File: src/rtl/ols_pkg.sv
// ----------------------------------------------------------------------------
// ols_pkg
// Shared sizes, command codes and status codes for the ordered list store.
// ----------------------------------------------------------------------------
package ols_pkg;

  // Storage size and derived widths
  localparam int CAPACITY = 16;
  localparam int ADDR_W   = $clog2(CAPACITY);
  localparam int CNT_W    = $clog2(CAPACITY + 1);

  // Fixed field widths
  localparam int CMD_W    = 3;
  localparam int DATA_W   = 32;
  localparam int POS_W    = 5;
  localparam int STAT_W   = 3;

  // Width wide enough to compare a position against count + 1
  localparam int CMP_W    = ((CNT_W > POS_W) ? CNT_W : POS_W) + 1;

  // Command codes
  typedef enum logic [CMD_W-1:0] {
    CMD_INS_FRONT = 3'd0,
    CMD_INS_END   = 3'd1,
    CMD_INS_POS   = 3'd2,
    CMD_DEL_POS   = 3'd3,
    CMD_SEARCH    = 3'd4,
    CMD_LIST      = 3'd5
  } cmd_t;

  // Result status codes
  typedef enum logic [STAT_W-1:0] {
    STAT_OK       = 3'd0,
    STAT_EMPTY    = 3'd1,
    STAT_INVALID  = 3'd2,
    STAT_FULL     = 3'd3,
    STAT_FOUND    = 3'd4,
    STAT_NOTFOUND = 3'd5
  } status_t;

  // Operation carried through the sequencer
  typedef enum logic [1:0] {
    OP_INS    = 2'd0,
    OP_DEL    = 2'd1,
    OP_SEARCH = 2'd2,
    OP_LIST   = 2'd3
  } op_t;

  // Sequencer states, one-hot
  typedef enum logic [4:0] {
    S_IDLE   = 5'b00001,
    S_SH_RD  = 5'b00010,
    S_SH_WR  = 5'b00100,
    S_SC_RD  = 5'b01000,
    S_SC_CHK = 5'b10000
  } state_t;

endpackage

File: src/rtl/ordered_list_store.sv
// ----------------------------------------------------------------------------
// ordered_list_store
// Ordered list of signed words with insert, delete, search and list commands.
// ----------------------------------------------------------------------------
// Error answers come straight from idle. Insert and delete move one entry at a
// time, fetching it in S_SH_RD and storing it in S_SH_WR, a split set by the
// registered memory read. Search and list fetch in S_SC_RD and check in S_SC_CHK,
// list giving one result per entry. Busy stays high until the item is done.
// Throughput: one item at a time; the next item is taken once busy falls.
// Reset clears the count, entries stay undefined until written; no output stall.
module ordered_list_store (
  input  logic                       clk,
  input  logic                       rst_n,
  input  logic                       start,
  output logic                       busy,
  input  logic [ols_pkg::CMD_W-1:0]  in_command,
  input  logic signed [ols_pkg::DATA_W-1:0] in_value,
  input  logic [ols_pkg::POS_W-1:0]  in_position,
  output logic                       out_valid,
  output logic [ols_pkg::STAT_W-1:0] out_status,
  output logic signed [ols_pkg::DATA_W-1:0] out_element,
  output logic                       out_last
);
  import ols_pkg::*;

  // List memory
  logic [DATA_W-1:0] mem_r [CAPACITY];
  logic [DATA_W-1:0] rdata_r;
  logic              mem_we;
  logic [ADDR_W-1:0] mem_waddr;
  logic [DATA_W-1:0] mem_wdata;
  logic [ADDR_W-1:0] mem_raddr;

  // Sequencer and item registers
  state_t            state_r, state_nxt;
  op_t               op_r, op_nxt;
  logic [CNT_W-1:0]  count_r, count_nxt;
  logic [CNT_W-1:0]  ptr_r, ptr_nxt;
  logic [CNT_W-1:0]  idx_r, idx_nxt;
  logic [DATA_W-1:0] val_r, val_nxt;

  // Result registers
  logic              ov_r, ov_nxt;
  status_t           ost_r, ost_nxt;
  logic [DATA_W-1:0] oel_r, oel_nxt;
  logic              olast_r, olast_nxt;

  // Decode helpers
  logic [CMP_W-1:0]  pos_ext;
  logic [CMP_W-1:0]  cnt_ext;
  logic [CNT_W-1:0]  pos_m1;
  logic [CNT_W-1:0]  ptr_p1;
  logic              full;
  logic              empty;

  assign pos_ext = CMP_W'(in_position);
  assign cnt_ext = CMP_W'(count_r);
  assign pos_m1  = CNT_W'(pos_ext - CMP_W'(1));
  assign ptr_p1  = CNT_W'(ptr_r + CNT_W'(1));
  assign full    = (count_r >= CNT_W'(CAPACITY));
  assign empty   = (count_r == '0);

  // Sequencer
  always_comb begin
    state_nxt = state_r;
    op_nxt    = op_r;
    count_nxt = count_r;
    ptr_nxt   = ptr_r;
    idx_nxt   = idx_r;
    val_nxt   = val_r;
    ov_nxt    = 1'b0;
    ost_nxt   = ost_r;
    oel_nxt   = '0;
    olast_nxt = 1'b1;
    mem_we    = 1'b0;
    mem_waddr = ptr_r[ADDR_W-1:0];
    mem_wdata = rdata_r;
    mem_raddr = ptr_r[ADDR_W-1:0];

    case (state_r)
      S_IDLE: begin
        if (start) begin
          val_nxt = in_value;
          case (in_command)
            CMD_INS_FRONT, CMD_INS_END: begin
              if (full) begin
                ov_nxt  = 1'b1;
                ost_nxt = STAT_FULL;
              end else begin
                op_nxt    = OP_INS;
                ptr_nxt   = count_r;
                idx_nxt   = (in_command == CMD_INS_FRONT) ? '0 : count_r;
                state_nxt = S_SH_RD;
              end
            end
            CMD_INS_POS: begin
              if (empty) begin
                ov_nxt  = 1'b1;
                ost_nxt = STAT_EMPTY;
              end else if (full) begin
                ov_nxt  = 1'b1;
                ost_nxt = STAT_FULL;
              end else if (pos_ext == '0 || pos_ext > cnt_ext + CMP_W'(1)) begin
                ov_nxt  = 1'b1;
                ost_nxt = STAT_INVALID;
              end else begin
                op_nxt    = OP_INS;
                ptr_nxt   = count_r;
                idx_nxt   = pos_m1;
                state_nxt = S_SH_RD;
              end
            end
            CMD_DEL_POS: begin
              if (empty) begin
                ov_nxt  = 1'b1;
                ost_nxt = STAT_EMPTY;
              end else if (pos_ext == '0 || pos_ext > cnt_ext) begin
                ov_nxt  = 1'b1;
                ost_nxt = STAT_INVALID;
              end else begin
                op_nxt    = OP_DEL;
                ptr_nxt   = pos_m1;
                state_nxt = S_SH_RD;
              end
            end
            CMD_SEARCH, CMD_LIST: begin
              if (empty) begin
                ov_nxt  = 1'b1;
                ost_nxt = STAT_EMPTY;
              end else begin
                op_nxt    = (in_command == CMD_SEARCH) ? OP_SEARCH : OP_LIST;
                ptr_nxt   = '0;
                state_nxt = S_SC_RD;
              end
            end
            default: begin
              ov_nxt  = 1'b1;
              ost_nxt = STAT_INVALID;
            end
          endcase
        end
      end

      // Fetch the next entry to move, or finish the item
      S_SH_RD: begin
        if (op_r == OP_INS) begin
          if (ptr_r > idx_r) begin
            mem_raddr = ADDR_W'(ptr_r - CNT_W'(1));
            state_nxt = S_SH_WR;
          end else begin
            mem_we    = 1'b1;
            mem_waddr = idx_r[ADDR_W-1:0];
            mem_wdata = val_r;
            count_nxt = CNT_W'(count_r + CNT_W'(1));
            ov_nxt    = 1'b1;
            ost_nxt   = STAT_OK;
            state_nxt = S_IDLE;
          end
        end else begin
          if (ptr_p1 < count_r) begin
            mem_raddr = ptr_p1[ADDR_W-1:0];
            state_nxt = S_SH_WR;
          end else begin
            count_nxt = CNT_W'(count_r - CNT_W'(1));
            ov_nxt    = 1'b1;
            ost_nxt   = STAT_OK;
            state_nxt = S_IDLE;
          end
        end
      end

      // Store the fetched entry one slot over and advance
      S_SH_WR: begin
        mem_we    = 1'b1;
        mem_waddr = ptr_r[ADDR_W-1:0];
        mem_wdata = rdata_r;
        ptr_nxt   = (op_r == OP_INS) ? CNT_W'(ptr_r - CNT_W'(1)) : ptr_p1;
        state_nxt = S_SH_RD;
      end

      // Fetch the entry under the scan pointer
      S_SC_RD: begin
        mem_raddr = ptr_r[ADDR_W-1:0];
        state_nxt = S_SC_CHK;
      end

      // Compare or list the fetched entry
      S_SC_CHK: begin
        if (op_r == OP_SEARCH) begin
          if (rdata_r == val_r) begin
            ov_nxt    = 1'b1;
            ost_nxt   = STAT_FOUND;
            state_nxt = S_IDLE;
          end else if (ptr_p1 == count_r) begin
            ov_nxt    = 1'b1;
            ost_nxt   = STAT_NOTFOUND;
            state_nxt = S_IDLE;
          end else begin
            ptr_nxt   = ptr_p1;
            state_nxt = S_SC_RD;
          end
        end else begin
          ov_nxt    = 1'b1;
          ost_nxt   = STAT_OK;
          oel_nxt   = rdata_r;
          olast_nxt = (ptr_p1 == count_r);
          ptr_nxt   = ptr_p1;
          state_nxt = (ptr_p1 == count_r) ? S_IDLE : S_SC_RD;
        end
      end

      default: begin
        state_nxt = S_IDLE;
      end
    endcase
  end

  // Control registers
  always_ff @(posedge clk) begin
    if (!rst_n) begin
      state_r <= S_IDLE;
      count_r <= '0;
      ov_r    <= 1'b0;
    end else begin
      state_r <= state_nxt;
      count_r <= count_nxt;
      ov_r    <= ov_nxt;
    end
  end

  // Payload registers
  always_ff @(posedge clk) begin
    op_r    <= op_nxt;
    ptr_r   <= ptr_nxt;
    idx_r   <= idx_nxt;
    val_r   <= val_nxt;
    ost_r   <= ost_nxt;
    oel_r   <= oel_nxt;
    olast_r <= olast_nxt;
  end

  // List memory write and registered read
  always_ff @(posedge clk) begin
    if (mem_we) begin
      mem_r[mem_waddr] <= mem_wdata;
    end
    rdata_r <= mem_r[mem_raddr];
  end

  // Drive ports
  assign busy        = (state_r != S_IDLE);
  assign out_valid   = ov_r;
  assign out_status  = ost_r;
  assign out_element = oel_r;
  assign out_last    = olast_r;

endmodule
File: config.mk
export PLATFORM = sky130hd
export DESIGN_NAME = ordered_list_store
export DESIGN_NICKNAME = d
export VERILOG_FILES = /design/src/rtl/ols_pkg.sv /design/src/rtl/ordered_list_store.sv
export SDC_FILE = /design/constraint.sdc
export NUM_CORES = 1
export LEC_CHECK = 0
export ABC_AREA = 1
export BUFFER_PORTS_ARGS = -buffer_cell sky130_fd_sc_hd__buf_2
export CORE_MARGIN = 5
export CORE_UTILIZATION = 50
export DETAILED_ROUTE_END_ITERATION = 6
export PLACE_DENSITY_LB_ADDON = 0.3
export SYNTH_ARGS = -nofsm -noshare
export SYNTH_HDL_FRONTEND = slang
export SYNTH_SLANG_ARGS = --single-unit
File: constraint.sdc
create_clock -name clk -period 12.1 [get_ports clk]
set_clock_uncertainty 0.2 [all_clocks]
set_input_delay 0.605 -clock clk [delete_from_list [all_inputs] [get_ports clk]]
set_output_delay 0.605 -clock clk [all_outputs]
set_load 0.02 [all_outputs]
======== Yosys cells after proc, flatten, opt, wreduce, memory -nomap -nowiden ========
Memories as Yosys holds them, arrays and structs flattened. A register that Yosys moved wholly into a read port is not among the register bits.
Index checks and enable logic that the tools add are counted.
W data, S select, Z words.
word-level totals
  logic and storage cells ................. 178
  output and inout bits ................... 38
  RAM bits ................................ 512
  input bits .............................. 43
  memories kept ........................... 1
  register bits after elaboration ......... 91
cells by class
  equal/unequal tests ..................... 41
  magnitude comparators ................... 5
  add/sub/neg operators ................... 6
  bitwise operators ....................... 1
  reductions and logical operators ........ 20
  multiplexer cells ....................... 94
memory list
  memory  words  width  read ports  clocked after memory_dff  write ports  line                      text
  mem_r   16     32     1           1                         1            ordered_list_store.sv:27  logic [DATA_W-1:0] mem_r [CAPACITY];
operator list
  operator               count
  $mux W5                30
  $mux W32               3
  $mux W3                16
  $pmux W5 S4            2
  $ne A3 B3 Y1 const B   13
  $mux W4                9
  $eq A32 B32 Y1         1
  $pmux W5 S5            1
  $ne A2 B2 Y1 const B   10
  $mux W1                18
  $reduce_and A9 Y1      2
  $pmux W5 S3            1
  $sub A5 B1 Y5 const B  3
  $mux W2                7
  $pmux W3 S4            1
  $reduce_and A12 Y1     1
  $add A5 B1 Y5 const B  2
  $gt A5 B5 Y1           2
  $ne A5 B1 Y1 const B   2
  $pmux W5 S2            1
  $reduce_and A10 Y1     1
  $pmux W3 S3            1
  $ne A4 B4 Y1 const B   2
  $pmux W2 S4            1
  other kinds (31)       37

======== Depth between registers and ports, before layout ========
Gate-level depths: netlist of the first run.
  depth in word-level cells ............... 9
  mapped depth ............................ 20
  depth with buffers taken out ............ 18

======== Worst setup path after synthesis of the first run ========
Ideal clock, no wire load.
  path type ............................... reg2reg
  start ................................... register ptr_r[2]
  end ..................................... memory mem_r[0][0] (enable)
  arrival ................................. 3165 ps
  buffers on the path ..................... 0
  setup slack ............................. 8313 ps
  stages on the path, launching flop included .. 11
  data required time ...................... 11479 ps
  setup time .............................. 421 ps
  period minus slack after synthesis ...... 3787 ps
  path through ............................ edfxtp_1 > ha_1 > nand2_1 > nand2_1 > nand2_1 > nand3_2 > nand2_1 > nand3_1 > o21ai_0 > nand3_1 > nor2_1
between the ends
  cells in the longest elaborated chain, start to end .. 6
  elaborated cells between the ends (all ways) .. 9
  classes of those cells .................. order compare: 1; mux: 8
ends and longest elaborated chain
  element                        line                       text
  from (decl)                    ordered_list_store.sv:38   logic [CNT_W-1:0] ptr_r, ptr_nxt;
  from (signal assigned)         ordered_list_store.sv:234  ptr_r <= ptr_nxt;
  $gt A5 B5 Y1                   ordered_list_store.sv:147  if (ptr_r > idx_r) begin
  $mux W1                        ordered_list_store.sv:147
  $mux W1                        ordered_list_store.sv:146  if (op_r == OP_INS) begin
  $pmux W1 S2                    ordered_list_store.sv:80   case (state_r)
  $mux W1                        ordered_list_store.sv:244  if (mem_we) begin
  $mux W1 (not written as such)  ordered_list_store.sv:245  mem_r[mem_waddr] <= mem_wdata;
  to (decl)                      ordered_list_store.sv:27
Parallel ways exist; a longest one is shown, timed or not.

======== Final worst setup path of the first run ========
  start ................................... register ptr_r[0]
  end ..................................... register rdata_r[14], read port of mem_r
between the ends
  cells in the longest elaborated chain, start to end .. 5
  elaborated cells between the ends (all ways) .. 8
  classes of those cells .................. add/sub: 2; order compare: 2; mux: 4
ends and longest elaborated chain
  element        line                       text
  $add A5 B1 Y5  ordered_list_store.sv:59   assign ptr_p1 = CNT_W'(ptr_r + CNT_W'(1));
  $lt A5 B5 Y1   ordered_list_store.sv:160  if (ptr_p1 < count_r) begin
  $mux W4        ordered_list_store.sv:160
  $mux W4        ordered_list_store.sv:146
  $mux W4 (*)    ordered_list_store.sv:80
  to (decl)      ordered_list_store.sv:28   logic [DATA_W-1:0] rdata_r;
Every way passes the cells marked *; elsewhere a longest branch is shown, timed or not.
A chain may end at the register's enable or synchronous reset.

==> flow_metrics.py, run 1 <==
metrics = {
    "status": {
        "run_status": "finished, violations left",
        "violations": "slew limit",
    },
    "worst_setup_path": {
        "critical_path_class": "reg2reg",
        "arrival_ps": 5810,
        "timing.rr.start": "ptr_r[0]",
        "most_prevalent_standard_cell_on_the_critical_path": "sky130_fd_sc_hd__nand3_1",
        "worstPathMaxFanout": 175,
        "cp-endpoint": "rdata_r[14]",
        "cp.required_ps": 12370,
        "r2r.worst_path.cells": 17,
        "timing.critical_path.cells": "ha_1 -> nand3_1 -> xor2_1 -> inv_1 -> ha_1 -> nand2_1 -> inv_1 -> nand4_1 -> nand4_1 -> nand3_4 -> nand2_8 -> buf_4 -> nand2_1 -> nand3_1 -> nand3_1 -> nand3_1 -> nand2_1",
        "timing.critical_path.from": "ptr_r[0]",
        "reg2reg_slack_ps": 6550,
        "cp_top_family": "simple AND/OR/NAND/NOR gates",
        "critPathBufInv": 3,
        "critPathSlowestCell": "sky130_fd_sc_hd__nand2_8",
        "worst_setup_path_start_kind": "flip-flop",
        "timing.critical_path.to_type": "flip-flop",
        "r2r_end": "rdata_r[14]",
        "worst-path-stages": 17,
        "slowest_delay_ps": 1060,
    },
    "flow_run": {
        "cap_violations": 0,
    },
    "synthesis": {
        "synthFlopType": "sky130_fd_sc_hd__edfxtp_1",
        "yosys_register_bits": 635,
        "synth_compound_area_share_pct": 1.80,
        "synth-xor-area-share_pct": 1.29,
        "synth_fa_ha_area_share_pct": 1.33,
        "synth_mux_area_share_pct": 0.0405,
        "mappedNetlistArea_mm2": 0.0278,
        "combinational_family_with_the_most_area_after_synthesis": "simple AND/OR/NAND/NOR gates",
        "avgSynthCellArea_um2": 10.6,
        "share_of_synthesized_area_occupied_by_flip_flops_and_latches_pct": 65.8,
        "post_synth_inst_count": 2619,
        "synth-edff-count": 559,
        "synth-async-reset-ratio_pct": 0,
        "yosys.cell_types.count": 42,
        "synthesis.yosys.warnings": 0,
        "postSynthNetCount": 2691,
        "synth_simple_gate_area_share_pct": 22.3,
    },
    "clocking": {
        "clock_latency_ps": 600,
        "cts_htree_levels": 3,
        "clock_tree_from_tritoncts": "done",
        "postCtsSetupRepairBufs": 0,
        "cts_buffer_depth": 3,
        "clkTransAtPathRegs_ps": 60,
        "cts.sinks": 635,
        "ctsResizeCount": 0,
        "cts_made_buffers": 67,
        "ctsHoldBuffers": 32,
        "clock_tree.root_cell": "sky130_fd_sc_hd__clkbuf_16",
    },
    "finish": {
        "final_cell_mix": "sky130_fd_sc_hd__edfxtp_1 (559), sky130_fd_sc_hd__nand3_1 (534), sky130_fd_sc_hd__nand2_1 (499)",
        "syn2layout_area_growth_pct": 12.9,
        "antenna_cells_inserted": 0,
        "fill_cells": 4558,
        "layout.nets": 2763,
        "share_of_cells_above_drive_strength_1_pct": 9.12,
        "postLayoutCellArea_mm2": 0.0314,
        "mostFrequentLayoutCell": "sky130_fd_sc_hd__edfxtp_1",
        "fin_cells": 3490,
    },
    "floorplanning": {
        "initial_core_util_pct": 50.5,
        "fp.coreArea_mm2": 0.0551,
        "die_width_um": 246,
        "num_io_pins": 81,
        "placement_rows": 86,
        "dieArea_mm2": 0.0605,
        "die-height_um": 246,
    },
    "detailed_routing": {
        "ant_nets": 0,
        "routed-via-count": 19300,
        "drtPass1Iterations": 6,
        "finalWirelength_um": 68700,
        "drc": 0,
        "routed_wl_per_cell_um": 19.7,
        "average_vias_per_placed_instance": 5.53,
        "drt_first_iter_violations": 2062,
    },
    "sta": {
        "unrepaired_setup_endpoints_after_global_routing": "false",
        "finalWorstSetupSlack_ps": 6550,
        "finalSetupViolations": 0,
        "setup_tns_after_final_layout_ps": 0,
        "period_minus_slack_ps": 5550,
        "worst_pin_slew_ps": 1500,
        "fin_crit_sh_pct": 45.8,
        "final-max-slew-violation-count": 14,
        "final_hold_viol_count": 0,
        "max_slew_margin_pct": -0.116,
        "achievable-frequency_mhz": 180,
    },
    "power_and_ir_drop": {
        "switching_fraction_of_total_power_pct": 34.1,
        "power.leakage_nw": 12.7,
        "power_density_mw_per_mm2": 219,
        "share_seq_of_total_power_pct": 41.7,
        "p_comb_share_pct": 28.7,
        "net-switching-power_w": 0.00235,
        "peakVddDrop_mv": 0.190,
        "clock_power_share_pct": 29.6,
        "internal_power_w": 0.00454,
    },
    "global_route": {
        "first_global_vias": 19200,
        "grt_first_pass_wirelength_um": 107000,
        "largest_net_degree_at_the_start_of_global_routing": 253,
        "grt_util_all_layers_pct": 22.6,
        "global_route.overflow_total": 0,
        "grt_antenna_before_repair": 0,
    },
    "placement": {
        "routabilityCongestion": 0.840,
        "placed_area_mm2": 0.0289,
        "placed_cells": 3338,
        "pre_cts_slack_ps": 6700,
        "buffer_ports.inserted": 80,
        "hpwl_um": 34200,
    },
    "worst_hold_path": {
        "holdCritPathClass": "in2reg",
    },
}
## registers in the layout, summed over array words and instances, names as in the netlist
name,flops
count_r,5
idx_r,5
mem_r,512
op_r,2
out_element,32
out_last,1
out_status,3
out_valid,1
ptr_r,5
rdata_r,32
state_r,5
val_r,32
## how the worst min path moves through the flow
stage / startpoint / endpoint / slack, ps / cells after the start
finish: rst_n / state_r[0] / 70 / 2
global route: rst_n / state_r[0] / 70 / 2
global placement: rdata_r[27] / out_element[27] / 250 / 2
floorplan: rdata_r[12] / out_element[12] / 240 / 2
CTS: rst_n / state_r[0] / 50 / 2
detailed placement: rdata_r[21] / out_element[21] / 260 / 2
## power groups by stage
stage / logic (W) / registers [W] / clock network [W]
final: 0.00198 / 0.00287 / 0.00204
after CTS: 0.00197 / 0.00287 / 0.00206
after global routing: 0.00221 / 0.00288 / 0.00216
after detailed placement: 0.00195 / 0.00292 / 0
after floorplan: 0.00144 / 0.00288 / 0
after global placement: 0.00189 / 0.00291 / 0
## layout make-up
type	count	area [µm²]	share of cell area, %
multi-input combinational	1482	7640	24.3
timing repair buffer	145	981	3.12
sequential	635	18300	58.3
clock buffer	92	1940	6.16
clock inverter	28	259	0.824
inverter	360	1360	4.32
tap	748	936	2.98
## worst reg2reg max path, delay by kind of cell (launching register included)
family                   cells  cell delay (ps)
AND/OR/NAND/NOR             11             2830
buffers and inverters        3             1140
adder cells (fa/ha/maj)      2              570
flip-flops                   1              490
XOR/XNOR                     1              190
## synthesized netlist by cell type, types with 17 or more instances
cell	n	area (µm²)
sky130_fd_sc_hd__nor2_1	116	435
sky130_fd_sc_hd__xor2_1	24	210
sky130_fd_sc_hd__o21ai_0	21	105
sky130_fd_sc_hd__xnor2_1	17	149
sky130_fd_sc_hd__clkbuf_1	26	97.6
sky130_fd_sc_hd__nand3_1	535	2680
sky130_fd_sc_hd__dfxtp_1	76	1520
sky130_fd_sc_hd__ha_1	28	350
sky130_fd_sc_hd__inv_1	355	1330
sky130_fd_sc_hd__a21oi_1	44	220
sky130_fd_sc_hd__nand2_1	501	1880
sky130_fd_sc_hd__nand3b_1	129	968
sky130_fd_sc_hd__edfxtp_1	559	16800
sky130_fd_sc_hd__buf_2	92	460
## cells by family after synthesis
family / after synthesis
AND/OR/NAND/NOR: 1321
flip-flops: 635
buffers and inverters: 502
AO/OA/AOI/OAI: 90
XOR/XNOR: 41
adder cells (fa/ha/maj): 29
multiplexers: 1
## per-layer routing
metal  wire length (µm)  track usage, %
met1              28600            30.4
met2              32900            37.7
met3               5040            3.60
met4               2160            7.65
met5                  0               0
## through the flow
step	hold WS, ps	utilization (%)	total power (W)
2_1_floorplan	242	-	0.00432
3_3_place_gp	253	52.5	0.00480
3_5_place_dp	258	52.5	0.00486
4_1_cts	50.5	57.0	0.00690
5_1_grt	65.2	57.0	0.00725
6_report	70.6	57.0	0.00689
Power figures use the tool's default switching activity.
==> run 2, diff against run 1 <==
- clock period: 12.1 -> 4.76 ns (I/O delays scaled with it)
==> run 2 against run 1 <==
  * The run now ends clean
  * Routed wire length increased by 0.39%
  * Count of clock-buffer cells in the layout rose by 6
  * Final area increased by 1.5%
  * Register-to-register slack lost 5700 ps
  * Critical path type unchanged
  * Critical endpoint is now rdata_r[17]
==> flow_metrics.py, run 2 (same netlist as run 1, synthesis figures left out) <==
metrics = {
    "clocking": {
        "cts.sinks": 635,
        "clock_tree_from_tritoncts": "done",
        "cts_made_buffers": 67,
        "postCtsSetupRepairBufs": 0,
        "clock_latency_ps": 590,
        "cts_buffer_depth": 3,
        "ctsResizeCount": 0,
        "clkTransAtPathRegs_ps": 60,
        "clock_tree.root_cell": "sky130_fd_sc_hd__clkbuf_16",
        "cts_htree_levels": 3,
        "ctsHoldBuffers": 42,
    },
    "sta": {
        "finalSetupViolations": 0,
        "period_minus_slack_ps": 3890,
        "final_hold_viol_count": 0,
        "unrepaired_setup_endpoints_after_global_routing": "false",
        "setup_tns_after_final_layout_ps": 0,
        "worst_pin_slew_ps": 1200,
        "max_slew_margin_pct": 20.3,
        "final-max-slew-violation-count": 0,
        "achievable-frequency_mhz": 257,
        "fin_crit_sh_pct": 81.8,
    },
    "detailed_routing": {
        "drtPass1Iterations": 6,
        "routed_wl_per_cell_um": 19.5,
        "average_vias_per_placed_instance": 5.49,
        "drt_first_iter_violations": 2012,
        "drc": 0,
        "finalWirelength_um": 69000,
        "ant_nets": 0,
        "routed-via-count": 19500,
    },
    "finish": {
        "final_util_pct": 57.9,
        "share_of_cells_above_drive_strength_1_pct": 10.0,
        "flip_flop_count_of_the_largest_register_all_copies_and_words_added": 512,
        "mostFrequentLayoutCell": "sky130_fd_sc_hd__edfxtp_1",
        "layout.nets": 2816,
        "final_cell_mix": "sky130_fd_sc_hd__edfxtp_1 (559), sky130_fd_sc_hd__nand3_1 (534), sky130_fd_sc_hd__nand2_1 (499)",
        "largest_register": "mem_r",
        "syn2layout_area_growth_pct": 14.7,
        "antenna_cells_inserted": 0,
    },
    "power_and_ir_drop": {
        "power.leakage_nw": 12.9,
        "peakVddDrop_mv": 0.343,
        "power_density_mw_per_mm2": 551,
    },
    "placement": {
        "hpwl_um": 38400,
        "routabilityCongestion": 0.843,
        "buffer_ports.inserted": 80,
    },
    "worst_setup_path": {
        "worst_setup_path_start_kind": "flip-flop",
        "timing.critical_path.cells": "ha_1 -> nand3_1 -> xor2_1 -> inv_1 -> ha_1 -> a21o_1 -> nor2_1 -> nand3_1 -> nand2_1 -> nand2_1 -> nand2_1 -> nand2_2 -> inv_2 -> buf_4 -> nand3_1 -> nand3_1 -> nand2_1",
        "slowest_delay_ps": 480,
        "cp.required_ps": 5040,
        "critPathSlowestCell": "sky130_fd_sc_hd__edfxtp_1",
        "timing.critical_path.to_type": "flip-flop",
        "arrival_ps": 4170,
        "critical_path_class": "reg2reg",
        "worstPathMaxFanout": 17,
    },
    "worst_hold_path": {
        "holdCritPathClass": "in2reg",
    },
    "global_route": {
        "grt_antenna_before_repair": 1,
        "grt_first_pass_wirelength_um": 106000,
        "first_global_vias": 18900,
        "largest_net_degree_at_the_start_of_global_routing": 196,
        "grt_util_all_layers_pct": 22.5,
        "global_route.overflow_total": 0,
    },
    "floorplanning": {
        "initial_core_util_pct": 50.5,
        "die-height_um": 246,
        "placement_rows": 86,
        "fp.coreArea_mm2": 0.0551,
        "die_width_um": 246,
        "num_io_pins": 81,
        "dieArea_mm2": 0.0605,
    },
    "status": {
        "run_status": "complete, no violations",
    },
    "flow_run": {
        "cap_violations": 0,
    },
}
==> run 2: changes by cell type in the layout (fill, tap and decap cells not counted), moves of 2 or more <==
cell,delta
sky130_fd_sc_hd__clkinvlp_4,-3
sky130_fd_sc_hd__dlygate4sd3_1,+10
sky130_fd_sc_hd__clkbuf_1,+11
sky130_fd_sc_hd__buf_12,+13
sky130_fd_sc_hd__clkbuf_8,-3
sky130_fd_sc_hd__clkinv_1,+3
sky130_fd_sc_hd__clkinv_2,-6
sky130_fd_sc_hd__buf_4,+30
sky130_fd_sc_hd__clkbuf_16,-2
==> run 2: layout make-up <==
cell class	count	area [µm²]
clock inverter	23	209
clock buffer	98	1890
fill	4495	23200
timing repair buffer	198	1570
tap	748	936
sequential	635	18300
inverter	360	1350
multi-input combinational	1482	7640
==> run 2: report_power, final <==
group          switching [W]  internal, W
clock                0.00208      0.00292
combinational        0.00370      0.00158
sequential          0.000252      0.00705
==> run 2: per-stage QoR <==
step	cell area (µm²)	cells	hold WS (ps)	worst slack, ps	power, W
after floorplan	27800	2619	132	973	0.0110
after detailed placement	29400	3381	216	914	0.0126
after CTS	31900	3544	6.29	891	0.0176
final	31900	3544	26.2	865	0.0176
after global placement	29400	3381	215	996	0.0124
after global routing	31900	3544	29.9	584	0.0185
==> run 2: worst paths after layout <==
kind / start / to / slack [ps] / cells after the start
hold / removal: start / val_r[30] / 30 / 3
hold reg to reg: rdata_r[27] / out_element[27] / 270 / 2
setup reg to reg: ptr_r[0] / rdata_r[17] / 870 / 17
setup / recovery: ptr_r[0] / rdata_r[17] / 870 / 17
==> run 2: critical path: cells and delay by family, from the launching register on <==
kind / cells / cell delay, ps
fa+ha+maj: 2 / 570
compound gates: 1 / 190
simple gates: 10 / 1250
buf+inv: 3 / 880
flops: 1 / 480
xor+xnor: 1 / 200
==> run 2: metal layers <==
metal,part of all wire (%),vias to the layer above,GRT usage [%]
li1,-,9122,-
met1,41,9350,30.7
met2,47,852,36.7
met3,8.9,139,4.40
met4,3.2,0,7.47
met5,0,-,0
==> run 3, diff against run 2 <==
- clock period: 4.76 -> 3.2 ns (I/O delays scaled with it)
==> run 3 against run 2 <==
  * The flow now finishes with violations (setup timing)
  * Register-to-register slack lost 940 ps
  * Combinational power increased by 120%
  * Utilization up 6.1 points
  * Routed wire length is 16% higher
  * Clock power is 52% higher
  * Worst hold slack better by 11 ps
  * Sequential power rose by 48%
  * Critical path depth increased by 2
==> flow_metrics.py, run 3 (same netlist as run 1, synthesis figures left out) <==
metrics = {
    "status": {
        "run_status": "finished, violations left",
        "violations": "setup timing",
    },
    "power_and_ir_drop": {
        "peakVddDrop_mv": 0.487,
        "power_density_mw_per_mm2": 845,
        "fin_total_pwr_w": 0.0298,
        "power.leakage_nw": 14.5,
    },
    "sta": {
        "max_slew_margin_pct": 48.0,
        "final_hold_viol_count": 0,
        "fin_crit_sh_pct": 102,
        "finalSetupViolations": 8,
        "setup_tns_after_final_layout_ps": -140,
        "finalWorstSetupSlack_ps": -79.3,
        "period_minus_slack_ps": 3280,
        "worst_pin_slew_ps": 779,
        "achievable-frequency_mhz": 305,
        "final_hold_slack_ps": 37.1,
        "final-max-slew-violation-count": 0,
        "unrepaired_setup_endpoints_after_global_routing": "true",
    },
    "floorplanning": {
        "num_io_pins": 81,
        "die_width_um": 246,
        "dieArea_mm2": 0.0605,
        "die-height_um": 246,
        "initial_core_util_pct": 50.5,
        "fp.coreArea_mm2": 0.0551,
        "placement_rows": 86,
    },
    "clocking": {
        "clock_tree.root_cell": "sky130_fd_sc_hd__clkbuf_16",
        "clock_latency_ps": 600,
        "cts_buffer_depth": 3,
        "clock_tree_from_tritoncts": "done",
        "clkTransAtPathRegs_ps": 60,
        "cts_htree_levels": 3,
        "cts.sinks": 635,
        "cts_made_buffers": 68,
    },
    "detailed_routing": {
        "wl_met1_um": 31700,
        "wl_met2_um": 38600,
        "average_vias_per_placed_instance": 5.69,
        "wl_met3_um": 7210,
        "routed_wl_per_cell_um": 21.6,
        "ant_nets": 0,
        "drc": 0,
        "top_layer_used": "met4",
        "drt_first_iter_violations": 2219,
        "drtPass1Iterations": 6,
        "routed-via-count": 21100,
        "finalWirelength_um": 80300,
    },
    "finish": {
        "layout.nets": 2981,
        "fill_cells": 4009,
        "final_cell_mix": "sky130_fd_sc_hd__edfxtp_1 (559), sky130_fd_sc_hd__nand2_1 (469), sky130_fd_sc_hd__nand3_1 (457)",
        "multi_input_area_mm2": 0.00833,
        "mostFrequentLayoutCell": "sky130_fd_sc_hd__edfxtp_1",
        "fin_cells": 3709,
        "antenna_cells_inserted": 0,
        "syn2layout_area_growth_pct": 26.7,
        "area_used_by_sequential_logic_in_the_layout_mm2": 0.0183,
        "largest_register": "mem_r",
        "flip_flop_count_of_the_largest_register_all_copies_and_words_added": 512,
        "share_of_cells_above_drive_strength_1_pct": 19.5,
    },
    "worst_setup_path": {
        "timing.critical_path.to_type": "flip-flop",
        "worstPathMaxFanout": 7,
        "most_prevalent_standard_cell_on_the_critical_path": "sky130_fd_sc_hd__nand3_1",
        "cp.required_ps": 3540,
        "worst_setup_path_start_kind": "flip-flop",
        "timing.critical_path.cells": "buf_4 -> nand3_1 -> xor2_2 -> inv_2 -> ha_4 -> nand2_4 -> inv_2 -> nand4_1 -> nand4_1 -> nand3_4 -> buf_6 -> clkbuf_16 -> buf_6 -> buf_6 -> nand3b_1 -> nand3_1 -> nand3_1 -> nand3_1 -> nand2_1",
        "critical_path_class": "reg2reg",
        "critPathSlowestCell": "sky130_fd_sc_hd__edfxtp_1",
        "arrival_ps": 3620,
        "slowest_delay_ps": 400,
    },
    "global_route": {
        "global_route.overflow_total": 0,
        "grt_first_pass_wirelength_um": 112000,
        "first_global_vias": 20100,
        "grt_util_all_layers_pct": 23.9,
        "largest_net_degree_at_the_start_of_global_routing": 54,
        "grt_antenna_before_repair": 1,
    },
    "flow_run": {
        "cap_violations": 0,
    },
    "worst_hold_path": {
        "holdCritPathClass": "in2reg",
    },
    "placement": {
        "pre_cts_slack_ps": -148,
        "placed_cells": 3467,
        "routabilityCongestion": 0.839,
        "buffer_ports.inserted": 80,
        "hpwl_um": 41400,
    },
}
==> run 3: cell count changes in the layout (fill, tap and decap cells not counted), sizes merged, moves of 2 or more <==
cell    before  now
buf        156  287
clkbuf      98  129
nand2      502  507
inv        361  358
bufinv       3    1
==> run 3: what timing repair did <==
action	4_1_cts	5_1_grt
hold buffers	42	0
cloned	8	39
buffers inserted	19	15
endpoints found under the hold margin	56	0
endpoints found under the setup margin	72	552
resized for setup	26	165
pin swaps	8	50
==> run 3: metrics by stage <==
| step | instance area [µm²] | util (%) |
|---|---|---|
| 2_1_floorplan | 27900 | - |
| 3_3_place_gp | 30600 | 55.5 |
| 3_5_place_dp | 30600 | 55.5 |
| 4_1_cts | 33600 | 61.1 |
| 5_1_grt | 35300 | 64.0 |
| 6_report | 35300 | 64.0 |
==> run 3: power by group <==
group          leakage (nW)  internal, W  switching, W
Sequential             5.68       0.0105      0.000345
Combinational          7.77      0.00457       0.00684
Clock                  1.06      0.00444       0.00315
Total                  14.5       0.0195        0.0103
==> run 3: final timing paths <==
check | slack, ps | from | endpoint | cells past startpoint
worst max-delay path | -80 | ptr_r[0] | rdata_r[13] | 19
worst min-delay path | 40 | start | out_status[0] | 5
worst max register to register | -80 | ptr_r[0] | rdata_r[13] | 19
worst min register to register | 270 | rdata_r[12] | out_element[12] | 2
==> run 3: layer usage <==
metal	vias to the layer above	track usage, %
met2	1153	39.5
li1	9484	-
met3	201	3.74
met5	-	0
met1	10300	32.4
met4	0	8.34
==> run 3: worst max-delay path, delay by kind of cell (launching register included) <==
family | cells | cell delay, ps
and+or+nand+nor | 10 | 1250
buffers and inverters | 7 | 900
DFF | 1 | 400
adders and majority gates | 1 | 280
xor gates and xnor gates | 1 | 210
==> run 3: layout make-up <==
cell class | instances | area share, %
multi-input cells | 1488 | 23.6
clock buffers | 103 | 5.72
clock inverters | 19 | 0.390
repair buffers | 356 | 11.8
well taps | 748 | 2.65
inverters | 360 | 3.87
flip-flops and latches | 635 | 51.9
